`src/bawl_pkg.sv`:
```
// Shared types, codes and defaults for the block allocator with LRU aging.
package bawl_pkg;

    localparam int TABLE_SIZE_DEF   = 64;
    localparam int BLOCK_BYTES_DEF  = 65536;
    localparam int BASE_ADDRESS_DEF = 256 * 1024;
    localparam int HANDLE_BITS_DEF  = 16;

    localparam logic [15:0] AGE_MAX = 16'hFFFF;

    typedef enum logic [1:0] {
        OP_ALLOC = 2'd0,
        OP_FREE  = 2'd1,
        OP_TOUCH = 2'd2,
        OP_QUERY = 2'd3
    } op_t;

    typedef enum logic [1:0] {
        STAT_OK        = 2'd0,
        STAT_NO_ROOM   = 2'd1,
        STAT_NOT_FOUND = 2'd2
    } status_t;

    typedef enum logic [2:0] {
        ST_IDLE,
        ST_STATS,
        ST_WORK,
        ST_MARK,
        ST_ADDR,
        ST_OUT
    } state_t;

    typedef struct packed {
        op_t         opcode;
        logic [15:0] handle;
        logic [7:0]  owner_id;
        logic [6:0]  block_count;
    } in_t;

    typedef struct packed {
        status_t     status;
        logic [5:0]  block_index;
        logic [22:0] block_address;
        logic [15:0] handle_out;
        logic [6:0]  free_blocks;
        logic [6:0]  largest_free_run;
    } out_t;

    typedef struct packed {
        logic [15:0] handle;
        logic [7:0]  owner;
        logic [15:0] age;
    } entry_t;

endpackage

```
`src/block_allocator_with_lru.sv`:
```
// Block allocator with first-fit runs, owner-bounded free, LRU aging and oldest query.
//
// A table of TABLE_SIZE fixed-size blocks; each entry has a valid bit (flip-flops,
// cleared by reset) and a handle/owner/age word held in a single-port-write,
// single-port-read memory that needs no clearing: handle and owner are only looked
// at on valid entries, and allocation zeroes the age it writes. The table is usable
// in the first cycle after reset. One transaction is worked at a time and s_ready
// is high only while the sequencer is idle. Every operation first walks the valid
// bits, one entry per cycle, to get the free count, the longest free run and, for
// allocation, the first-fit run. A placed allocation then writes its run, one entry
// per cycle. Free, touch and query instead stream the whole entry memory through
// one compare/update unit, one entry per cycle, read through a registered port.
// The block address (base plus index times block size) is then formed and
// registered, after which the result register is loaded. The result register
// holds a finished transaction until m_ready takes it; the next operation may run
// meanwhile and waits only if its own result is ready before the previous one has
// been taken.
module block_allocator_with_lru #(
    parameter int TABLE_SIZE   = bawl_pkg::TABLE_SIZE_DEF,
    parameter int BLOCK_BYTES  = bawl_pkg::BLOCK_BYTES_DEF,
    parameter int BASE_ADDRESS = bawl_pkg::BASE_ADDRESS_DEF,
    parameter int HANDLE_BITS  = bawl_pkg::HANDLE_BITS_DEF
) (
    input  logic           aclk,
    input  logic           aresetn,
    input  logic           s_valid,
    output logic           s_ready,
    input  bawl_pkg::in_t  s_payload,
    output logic           m_valid,
    input  logic           m_ready,
    output bawl_pkg::out_t m_payload
);

    localparam int IW   = (TABLE_SIZE > 1) ? $clog2(TABLE_SIZE) : 1;
    localparam int CW   = $clog2(TABLE_SIZE + 1);
    localparam int CMPW = ((CW > 7) ? CW : 7) + 1;

    localparam logic [15:0] HMASK = (HANDLE_BITS >= 16) ? 16'hFFFF
                                  : 16'((32'd1 << HANDLE_BITS) - 32'd1);
    localparam logic [22:0] BASE23  = 23'(BASE_ADDRESS);
    localparam logic [22:0] BLOCK23 = 23'(BLOCK_BYTES);

    // Sequencer and request
    bawl_pkg::state_t state_reg, state_next;
    bawl_pkg::in_t    req_reg, req_next;

    // Table state
    logic [TABLE_SIZE-1:0] valid_reg, valid_next;
    logic [CW-1:0]         used_reg, used_next;
    bawl_pkg::entry_t      mem [TABLE_SIZE];

    // Valid-bit walk: statistics and first-fit search
    logic [IW-1:0] scan_idx_reg, scan_idx_next;
    logic [CW-1:0] freec_reg, freec_next;
    logic [CW-1:0] run_reg, run_next;
    logic [CW-1:0] best_reg, best_next;
    logic [CW-1:0] len_reg, len_next;
    logic [IW-1:0] start_reg, start_next;
    logic          run_found_reg, run_found_next;

    // Memory stream
    logic [IW:0]      work_cnt_reg, work_cnt_next;
    logic             p_valid_reg, p_valid_next;
    logic [IW-1:0]    p_idx_reg, p_idx_next;
    bawl_pkg::entry_t rd_data_reg;
    logic             rd_en;
    logic [IW-1:0]    rd_addr;
    logic             mem_we;
    logic [IW-1:0]    mem_waddr;
    bawl_pkg::entry_t mem_wdata;

    // Per-operation result tracking
    logic          found_reg, found_next;
    logic          stop_reg, stop_next;
    logic [7:0]    tag_reg, tag_next;
    logic [6:0]    done_reg, done_next;
    logic [15:0]   oldest_reg, oldest_next;
    logic [IW-1:0] res_idx_reg, res_idx_next;
    logic [15:0]   hout_reg, hout_next;
    logic [6:0]    mcnt_reg, mcnt_next;
    logic [22:0]   addr_reg, addr_next;
    logic [IW-1:0] idx_sel;

    // Result register
    logic           m_valid_reg, m_valid_next;
    bawl_pkg::out_t m_payload_reg, m_payload_next;

    logic          scan_last;
    logic          alloc_en;
    logic          scan_v;
    logic          proc_v;
    logic          out_load;
    logic [CW-1:0] run_step;
    logic [CW-1:0] len_step;

    assign s_ready   = (state_reg == bawl_pkg::ST_IDLE);
    assign m_valid   = m_valid_reg;
    assign m_payload = m_payload_reg;

    assign scan_last = (scan_idx_reg == IW'(TABLE_SIZE - 1));
    assign scan_v    = valid_reg[scan_idx_reg];
    assign proc_v    = valid_reg[p_idx_reg];
    assign alloc_en  = (req_reg.block_count != 7'd0)
                    && ((CMPW'(used_reg) + CMPW'(req_reg.block_count)) <= CMPW'(TABLE_SIZE));
    assign rd_en     = (state_reg == bawl_pkg::ST_WORK) && (work_cnt_reg < (IW+1)'(TABLE_SIZE));
    assign rd_addr   = work_cnt_reg[IW-1:0];
    assign out_load  = (state_reg == bawl_pkg::ST_OUT) && (!m_valid_reg || m_ready);
    assign idx_sel   = (req_reg.opcode == bawl_pkg::OP_ALLOC) ? start_reg : res_idx_reg;

    // Next state
    always_comb begin
        state_next = state_reg;
        unique case (state_reg)
            bawl_pkg::ST_IDLE: begin
                if (s_valid) state_next = bawl_pkg::ST_STATS;
            end
            bawl_pkg::ST_STATS: begin
                if (scan_last) begin
                    state_next = (req_reg.opcode == bawl_pkg::OP_ALLOC) ? bawl_pkg::ST_MARK
                                                                        : bawl_pkg::ST_WORK;
                end
            end
            bawl_pkg::ST_WORK: begin
                if (work_cnt_reg == (IW+1)'(TABLE_SIZE)) state_next = bawl_pkg::ST_ADDR;
            end
            bawl_pkg::ST_MARK: begin
                if (!run_found_reg || mcnt_reg == req_reg.block_count) begin
                    state_next = bawl_pkg::ST_ADDR;
                end
            end
            bawl_pkg::ST_ADDR: state_next = bawl_pkg::ST_OUT;
            bawl_pkg::ST_OUT: begin
                if (out_load) state_next = bawl_pkg::ST_IDLE;
            end
            default: state_next = bawl_pkg::ST_IDLE;
        endcase
    end

    // Datapath
    always_comb begin
        req_next       = req_reg;
        valid_next     = valid_reg;
        used_next      = used_reg;
        scan_idx_next  = scan_idx_reg;
        freec_next     = freec_reg;
        run_next       = run_reg;
        best_next      = best_reg;
        len_next       = len_reg;
        start_next     = start_reg;
        run_found_next = run_found_reg;
        work_cnt_next  = work_cnt_reg;
        p_valid_next   = 1'b0;
        p_idx_next     = p_idx_reg;
        found_next     = found_reg;
        stop_next      = stop_reg;
        tag_next       = tag_reg;
        done_next      = done_reg;
        oldest_next    = oldest_reg;
        res_idx_next   = res_idx_reg;
        hout_next      = hout_reg;
        mcnt_next      = mcnt_reg;
        addr_next      = addr_reg;
        mem_we         = 1'b0;
        mem_waddr      = p_idx_reg;
        mem_wdata      = rd_data_reg;
        m_valid_next   = m_valid_reg && !m_ready;
        m_payload_next = m_payload_reg;
        run_step       = run_reg + CW'(1);
        len_step       = len_reg + CW'(1);

        // Take a new transaction and clear the per-operation trackers
        if (state_reg == bawl_pkg::ST_IDLE && s_valid) begin
            req_next        = s_payload;
            req_next.handle = s_payload.handle & HMASK;
            scan_idx_next   = '0;
            freec_next      = '0;
            run_next        = '0;
            best_next       = '0;
            len_next        = '0;
            start_next      = '0;
            run_found_next  = 1'b0;
            work_cnt_next   = '0;
            found_next      = 1'b0;
            stop_next       = 1'b0;
            tag_next        = '0;
            done_next       = '0;
            oldest_next     = '0;
            res_idx_next    = '0;
            hout_next       = '0;
            mcnt_next       = '0;
        end

        // Walk the valid bits: free count, longest run, first-fit run
        if (state_reg == bawl_pkg::ST_STATS) begin
            scan_idx_next = scan_idx_reg + IW'(1);
            if (!scan_v) begin
                freec_next = freec_reg + CW'(1);
                run_next   = run_step;
                if (run_step > best_reg) best_next = run_step;
            end else begin
                run_next = '0;
            end
            if (alloc_en && !run_found_reg) begin
                if (!scan_v) begin
                    if (len_reg == '0) start_next = scan_idx_reg;
                    len_next = len_step;
                    if (CMPW'(len_step) >= CMPW'(req_reg.block_count)) run_found_next = 1'b1;
                end else begin
                    len_next = '0;
                end
            end
        end

        // Write the allocated run, one entry per cycle
        if (state_reg == bawl_pkg::ST_MARK && run_found_reg
                && mcnt_reg != req_reg.block_count) begin
            mem_we                = 1'b1;
            mem_waddr             = start_reg + IW'(mcnt_reg);
            mem_wdata.handle      = req_reg.handle;
            mem_wdata.owner       = req_reg.owner_id;
            mem_wdata.age         = '0;
            valid_next[mem_waddr] = 1'b1;
            used_next             = used_reg + CW'(1);
            mcnt_next             = mcnt_reg + 7'd1;
        end

        // Stream the entry memory through the compare/update unit
        if (rd_en) begin
            p_valid_next  = 1'b1;
            p_idx_next    = rd_addr;
            work_cnt_next = work_cnt_reg + (IW+1)'(1);
        end

        if (state_reg == bawl_pkg::ST_WORK && p_valid_reg) begin
            unique case (req_reg.opcode)
                bawl_pkg::OP_FREE: begin
                    if (!found_reg) begin
                        if (proc_v && rd_data_reg.handle == req_reg.handle) begin
                            found_next   = 1'b1;
                            res_idx_next = p_idx_reg;
                            tag_next     = rd_data_reg.owner;
                            if (req_reg.block_count != 7'd0) begin
                                valid_next[p_idx_reg] = 1'b0;
                                if (used_reg != '0) used_next = used_reg - CW'(1);
                                done_next = 7'd1;
                            end
                        end
                    end else if (!stop_reg) begin
                        if (done_reg < req_reg.block_count && proc_v
                                && rd_data_reg.owner == tag_reg) begin
                            valid_next[p_idx_reg] = 1'b0;
                            if (used_reg != '0) used_next = used_reg - CW'(1);
                            done_next = done_reg + 7'd1;
                        end else begin
                            stop_next = 1'b1;
                        end
                    end
                end
                bawl_pkg::OP_TOUCH: begin
                    mem_we = 1'b1;
                    if (proc_v && rd_data_reg.handle == req_reg.handle) begin
                        mem_wdata.age = '0;
                        found_next    = 1'b1;
                    end else if (rd_data_reg.age != bawl_pkg::AGE_MAX) begin
                        mem_wdata.age = rd_data_reg.age + 16'd1;
                    end
                end
                bawl_pkg::OP_QUERY: begin
                    if (proc_v && rd_data_reg.owner == req_reg.owner_id
                            && (!found_reg || rd_data_reg.age >= oldest_reg)) begin
                        found_next   = 1'b1;
                        oldest_next  = rd_data_reg.age;
                        res_idx_next = p_idx_reg;
                        hout_next    = rd_data_reg.handle;
                    end
                end
                default: begin
                end
            endcase
        end

        // Form the block address
        if (state_reg == bawl_pkg::ST_ADDR) begin
            addr_next = BASE23 + 23'(23'(idx_sel) * BLOCK23);
        end

        // Load the result register
        if (out_load) begin
            m_valid_next                    = 1'b1;
            m_payload_next.free_blocks      = 7'(freec_reg);
            m_payload_next.largest_free_run = 7'(best_reg);
            m_payload_next.handle_out       = '0;
            m_payload_next.block_index      = '0;
            m_payload_next.block_address    = '0;
            unique case (req_reg.opcode)
                bawl_pkg::OP_ALLOC: begin
                    m_payload_next.status = run_found_reg ? bawl_pkg::STAT_OK
                                                          : bawl_pkg::STAT_NO_ROOM;
                    if (run_found_reg) begin
                        m_payload_next.block_index   = 6'(idx_sel);
                        m_payload_next.block_address = addr_reg;
                    end
                end
                bawl_pkg::OP_TOUCH: begin
                    m_payload_next.status = found_reg ? bawl_pkg::STAT_OK
                                                      : bawl_pkg::STAT_NOT_FOUND;
                end
                bawl_pkg::OP_FREE, bawl_pkg::OP_QUERY: begin
                    m_payload_next.status = found_reg ? bawl_pkg::STAT_OK
                                                      : bawl_pkg::STAT_NOT_FOUND;
                    if (found_reg) begin
                        m_payload_next.block_index   = 6'(idx_sel);
                        m_payload_next.block_address = addr_reg;
                        if (req_reg.opcode == bawl_pkg::OP_QUERY) begin
                            m_payload_next.handle_out = hout_reg;
                        end
                    end
                end
                default: begin
                    m_payload_next.status = bawl_pkg::STAT_NOT_FOUND;
                end
            endcase
        end
    end

    // Entry memory: one write port, one registered read port
    always_ff @(posedge aclk) begin
        if (mem_we) mem[mem_waddr] <= mem_wdata;
        if (rd_en) rd_data_reg <= mem[rd_addr];
    end

    always_ff @(posedge aclk) begin
        if (!aresetn) begin
            state_reg   <= bawl_pkg::ST_IDLE;
            valid_reg   <= '0;
            used_reg    <= '0;
            p_valid_reg <= 1'b0;
            m_valid_reg <= 1'b0;
        end else begin
            state_reg   <= state_next;
            valid_reg   <= valid_next;
            used_reg    <= used_next;
            p_valid_reg <= p_valid_next;
            m_valid_reg <= m_valid_next;
        end
    end

    always_ff @(posedge aclk) begin
        req_reg       <= req_next;
        scan_idx_reg  <= scan_idx_next;
        freec_reg     <= freec_next;
        run_reg       <= run_next;
        best_reg      <= best_next;
        len_reg       <= len_next;
        start_reg     <= start_next;
        run_found_reg <= run_found_next;
        work_cnt_reg  <= work_cnt_next;
        p_idx_reg     <= p_idx_next;
        found_reg     <= found_next;
        stop_reg      <= stop_next;
        tag_reg       <= tag_next;
        done_reg      <= done_next;
        oldest_reg    <= oldest_next;
        res_idx_reg   <= res_idx_next;
        hout_reg      <= hout_next;
        mcnt_reg      <= mcnt_next;
        addr_reg      <= addr_next;
        m_payload_reg <= m_payload_next;
    end

    // The used count tracks the valid bits whenever the sequencer rests
    a_used_matches_valid: assert property (@(posedge aclk) disable iff (!aresetn)
        state_reg == bawl_pkg::ST_IDLE |-> $countones(valid_reg) == int'(used_reg))
        else $error("used count out of step with valid bits");

    // An accepted transaction always starts with the valid-bit walk
    a_accept_starts_walk: assert property (@(posedge aclk) disable iff (!aresetn)
        (s_valid && s_ready) |=> state_reg == bawl_pkg::ST_STATS)
        else $error("accepted transaction did not start the walk");

    // A refused allocation reports neither index nor address
    a_no_room_clean: assert property (@(posedge aclk) disable iff (!aresetn)
        (m_valid && m_payload.status == bawl_pkg::STAT_NO_ROOM)
            |-> (m_payload.block_address == 23'd0 && m_payload.block_index == 6'd0))
        else $error("refused allocation carries an address");

    // A result appears only from the output load step
    a_result_from_out: assert property (@(posedge aclk) disable iff (!aresetn)
        $rose(m_valid) |-> $past(state_reg) == bawl_pkg::ST_OUT)
        else $error("result raised outside the output step");

endmodule
```
`config.mk`:
```
export PLATFORM = sky130hd
export DESIGN_NAME = block_allocator_with_lru
export DESIGN_NICKNAME = d
export VERILOG_FILES = /design/src/bawl_pkg.sv /design/src/block_allocator_with_lru.sv
export SDC_FILE = /design/constraint.sdc
export NUM_CORES = 2
export LEC_CHECK = 0
export BUFFER_PORTS_ARGS = -buffer_cell sky130_fd_sc_hd__buf_2
export CORE_MARGIN = 4
export CORE_UTILIZATION = 50
export CTS_BUF_LIST = sky130_fd_sc_hd__clkbuf_4
export DETAILED_ROUTE_END_ITERATION = 10
export PLACE_DENSITY = 0.64
export SLEW_MARGIN = 20
export SYNTH_ARGS = -nofsm -noshare
export SYNTH_HDL_FRONTEND = slang
export SYNTH_SLANG_ARGS = --single-unit
```
`constraint.sdc`:
```
create_clock -name aclk -period 10.4 [get_ports aclk]
set_clock_uncertainty 0.2 [all_clocks]
set_input_delay 1.56 -clock aclk [delete_from_list [all_inputs] [get_ports aclk]]
set_output_delay 1.56 -clock aclk [all_outputs]
set_load 0.01 [all_outputs]
```
==> results.yml <==
routing:
  ant_nets: 0
  met1Wirelength_mm: 117
  wirelength_mm: 290
  wl_met2_mm: 140
  via_count: 58200
  routed-wl-met3_mm: 25.9
  wl_per_cell_um: 30.7
  dr.max_layer_used: "met4"
  drtIter0Drc: 6951
  viasPerCell: 6.16
  dr.pass1.iters: 5
  drc: 0
placed_design:
  hpwl_mm: 157
  place_congestion: 0.884
  io_buffers: 83
critical_path:
  path_cells: "nor2b_1 -> nand4_1 -> o21ai_0 -> nand2_1 -> nor2_4 -> buf_4"
  cp_data_arrival_time_ns: 6.17
  cp-start-kind: "flop"
  cp_slowest_cell: "nor2_4"
  crit_fanout: 23
  path_class: "reg2reg"
  r2r_setup_slack_ns: 4.99
  critPathCaptureType: "flop"
  cp.required_ns: 11.17
  max_stage_delay_ns: 1.00
sta:
  tightest_slew_ns: 1.16
  setup_violations: 0
  tns_ns: 0
  relSlewSlack: 0.229
  finalMaxSlewViolations: 0
  grt_setup_unrepaired: "no"
  hold_viol_final: 0
  layout_min_cycle_time_ns: 5.41
  timing.fmax_mhz: 185
  final.period_utilization: 0.520
clocking:
  cts_root_buffer: "clkbuf_4"
  clkLatencyLatePin_ns: 1.42
  hold_buffers: 22
  cts_buffers: 728
  post_cts_resized: 0
  cts_tree: "done"
  cts_buffer_depth: 4
  clk_pin_slew_ns: 0.07
  clock_sinks: 2877
  cts_setup_buffers: 0
  h-tree-depth: 6
global_route:
  grt_usage: 0.249
  grt_pass1_vias: 59500
  grt_pass1_wl_mm: 420
  grt-ovfl-total: 0
  grt_max_degree: 145
  antenna_found_initial: 10
layout:
  syn2layout_area_growth_pct: 12.4
  final_util: 0.567
  largest_reg_flops: 2560
  drive_gt1_frac: 0.366
  fillCellCount: 16800
  final_cell_mix: "edfxtp_1 (2718), clkbuf_4 (1065), mux4_2 (847)"
  final_common_cell: "edfxtp_1"
  fin_nets: 6064
synthesis:
  netlist_instances: 5241
  synth_edf_count: 2718
  yosysSeqAreaShare: 0.747
  async_flop_share: 0
  netlist_area_sq_um: 114000
  synthDistinctLibCells: 95
  ys_seq_elements: 2877
  ys_warn_count: 0
  synth_flop_cell: "edfxtp_1"
  avgSynthCellArea_sq_um: 21.7
floorplanning:
  dieArea_sq_um: 235000
  die_h_um: 485
  core.rowCount: 174
  ios: 100
  core_sq_um: 225000
  die_x_um: 485
  start_util: 0.504
job:
  drv_cap: 0
pwr:
  power.density_nw_per_um2: 225
  peakVddDrop_mv: 0.239
  power_uw: 28700
  p_leak_uw: 0.0414
outcome:
  status: "completed"
hold_path:
  hold_path.class: "in2reg"
per-layer routing:
metal / track usage / vias to the layer above
li1: - / 23900
met3: 0.0535 / 429
met4: 0.0849 / 0
met2: 0.389 / 3009
met1: 0.352 / 30900
met5: 0 / -
worst max-delay path, delay by kind of cell (launching register included):
kind | cells | cell delay, ns
AOI/OAI and AO/OA | 1 | 0.79
buffers and inverters | 1 | 0.70
DFF | 1 | 0.62
and+or+nand+nor | 4 | 2.58
final timing paths:
check | to | start | cells past startpoint
hold / removal | req_reg[0] | s_payload[0] | 1
setup / recovery | mem[31][6] | req_reg[31] | 6
setup reg to reg | mem[31][6] | req_reg[31] | 6
hold reg to reg | m_payload[8] | freec_reg[1] | 0
cells in the mapped netlist, drive strengths merged, types with 5 or more instances:
master / count / area share
o31ai: 11 / 0.00082
nor4: 10 / 0.00068
o22ai: 8 / 0.00055
and2: 25 / 0.0014
inv: 99 / 0.0033
clkbuf: 143 / 0.0047
o22a: 5 / 0.00039
nand2b: 18 / 0.00099
a221oi: 20 / 0.0016
o211ai: 12 / 0.00084
nor2b: 21 / 0.0012
nand4: 24 / 0.0015
nor2: 154 / 0.0052
a21o: 74 / 0.0049
nand3: 55 / 0.0025
mux2: 23 / 0.0025
a31oi: 5 / 0.00033
edfxtp: 2718 / 0.72
a31o: 5 / 0.00039
o21ai: 56 / 0.0025
mux2i: 64 / 0.0056
xnor2: 54 / 0.0042
a211oi: 8 / 0.00057
nand2: 163 / 0.0054
xor2: 27 / 0.0021
and3: 13 / 0.00072
dfxtp: 159 / 0.028
o21a: 7 / 0.00046
nor3: 35 / 0.0018
or2: 8 / 0.00044
mux4: 853 / 0.17
a22o: 6 / 0.00046
o311a: 64 / 0.0056
ha: 61 / 0.0067
a21oi: 32 / 0.0014
a22oi: 8 / 0.00057
buf: 135 / 0.0069
report_power, final:
part           leakage [uW]  total, uW  internal, uW  switching (uW)
sequential           0.0258      13400         13100             224
combinational        0.0104       6160          2770            3380
clock               0.00529       9170          4800            4370
total                0.0414      28700         20700            7980
area by class of cell:
cell class,count,area (sq um),share of cell area
well taps,2992,3740,0.0293
inverters,100,384,0.00301
clock inverters,157,787,0.00616
repair buffers,256,1910,0.0150
diodes,7,17.5,0.000137
multi-input cells,2001,28100,0.220
flip-flops and latches,2877,84800,0.664
clock buffers,1065,8000,0.0626
logic make-up (layout without fill, tap and decap cells):
logic type	Yosys count	count (layout)	share of synthesized area
compound gates	352	352	0.0241
mux	940	940	0.178
buf+inv	378	1578	0.0149
flops	2877	2877	0.747
other cells	1	23	0.0000330
fa+ha+maj	63	63	0.00707
xor+xnor	81	81	0.00625
simple gates	549	549	0.0234
per-stage QoR:
step	cells	area [sq um]	hold slack (ns)	worst slack [ns]
floorplan	5256	114000	0.224	3.57
global placement	8200	119000	0.243	5.15
detailed placement	8202	119000	0.243	5.23
CTS	9446	128000	0.00291	5.15
global route	9453	128000	0.0559	4.91
finish	9455	128000	0.172	4.99
Power figures use the tool's default switching activity.
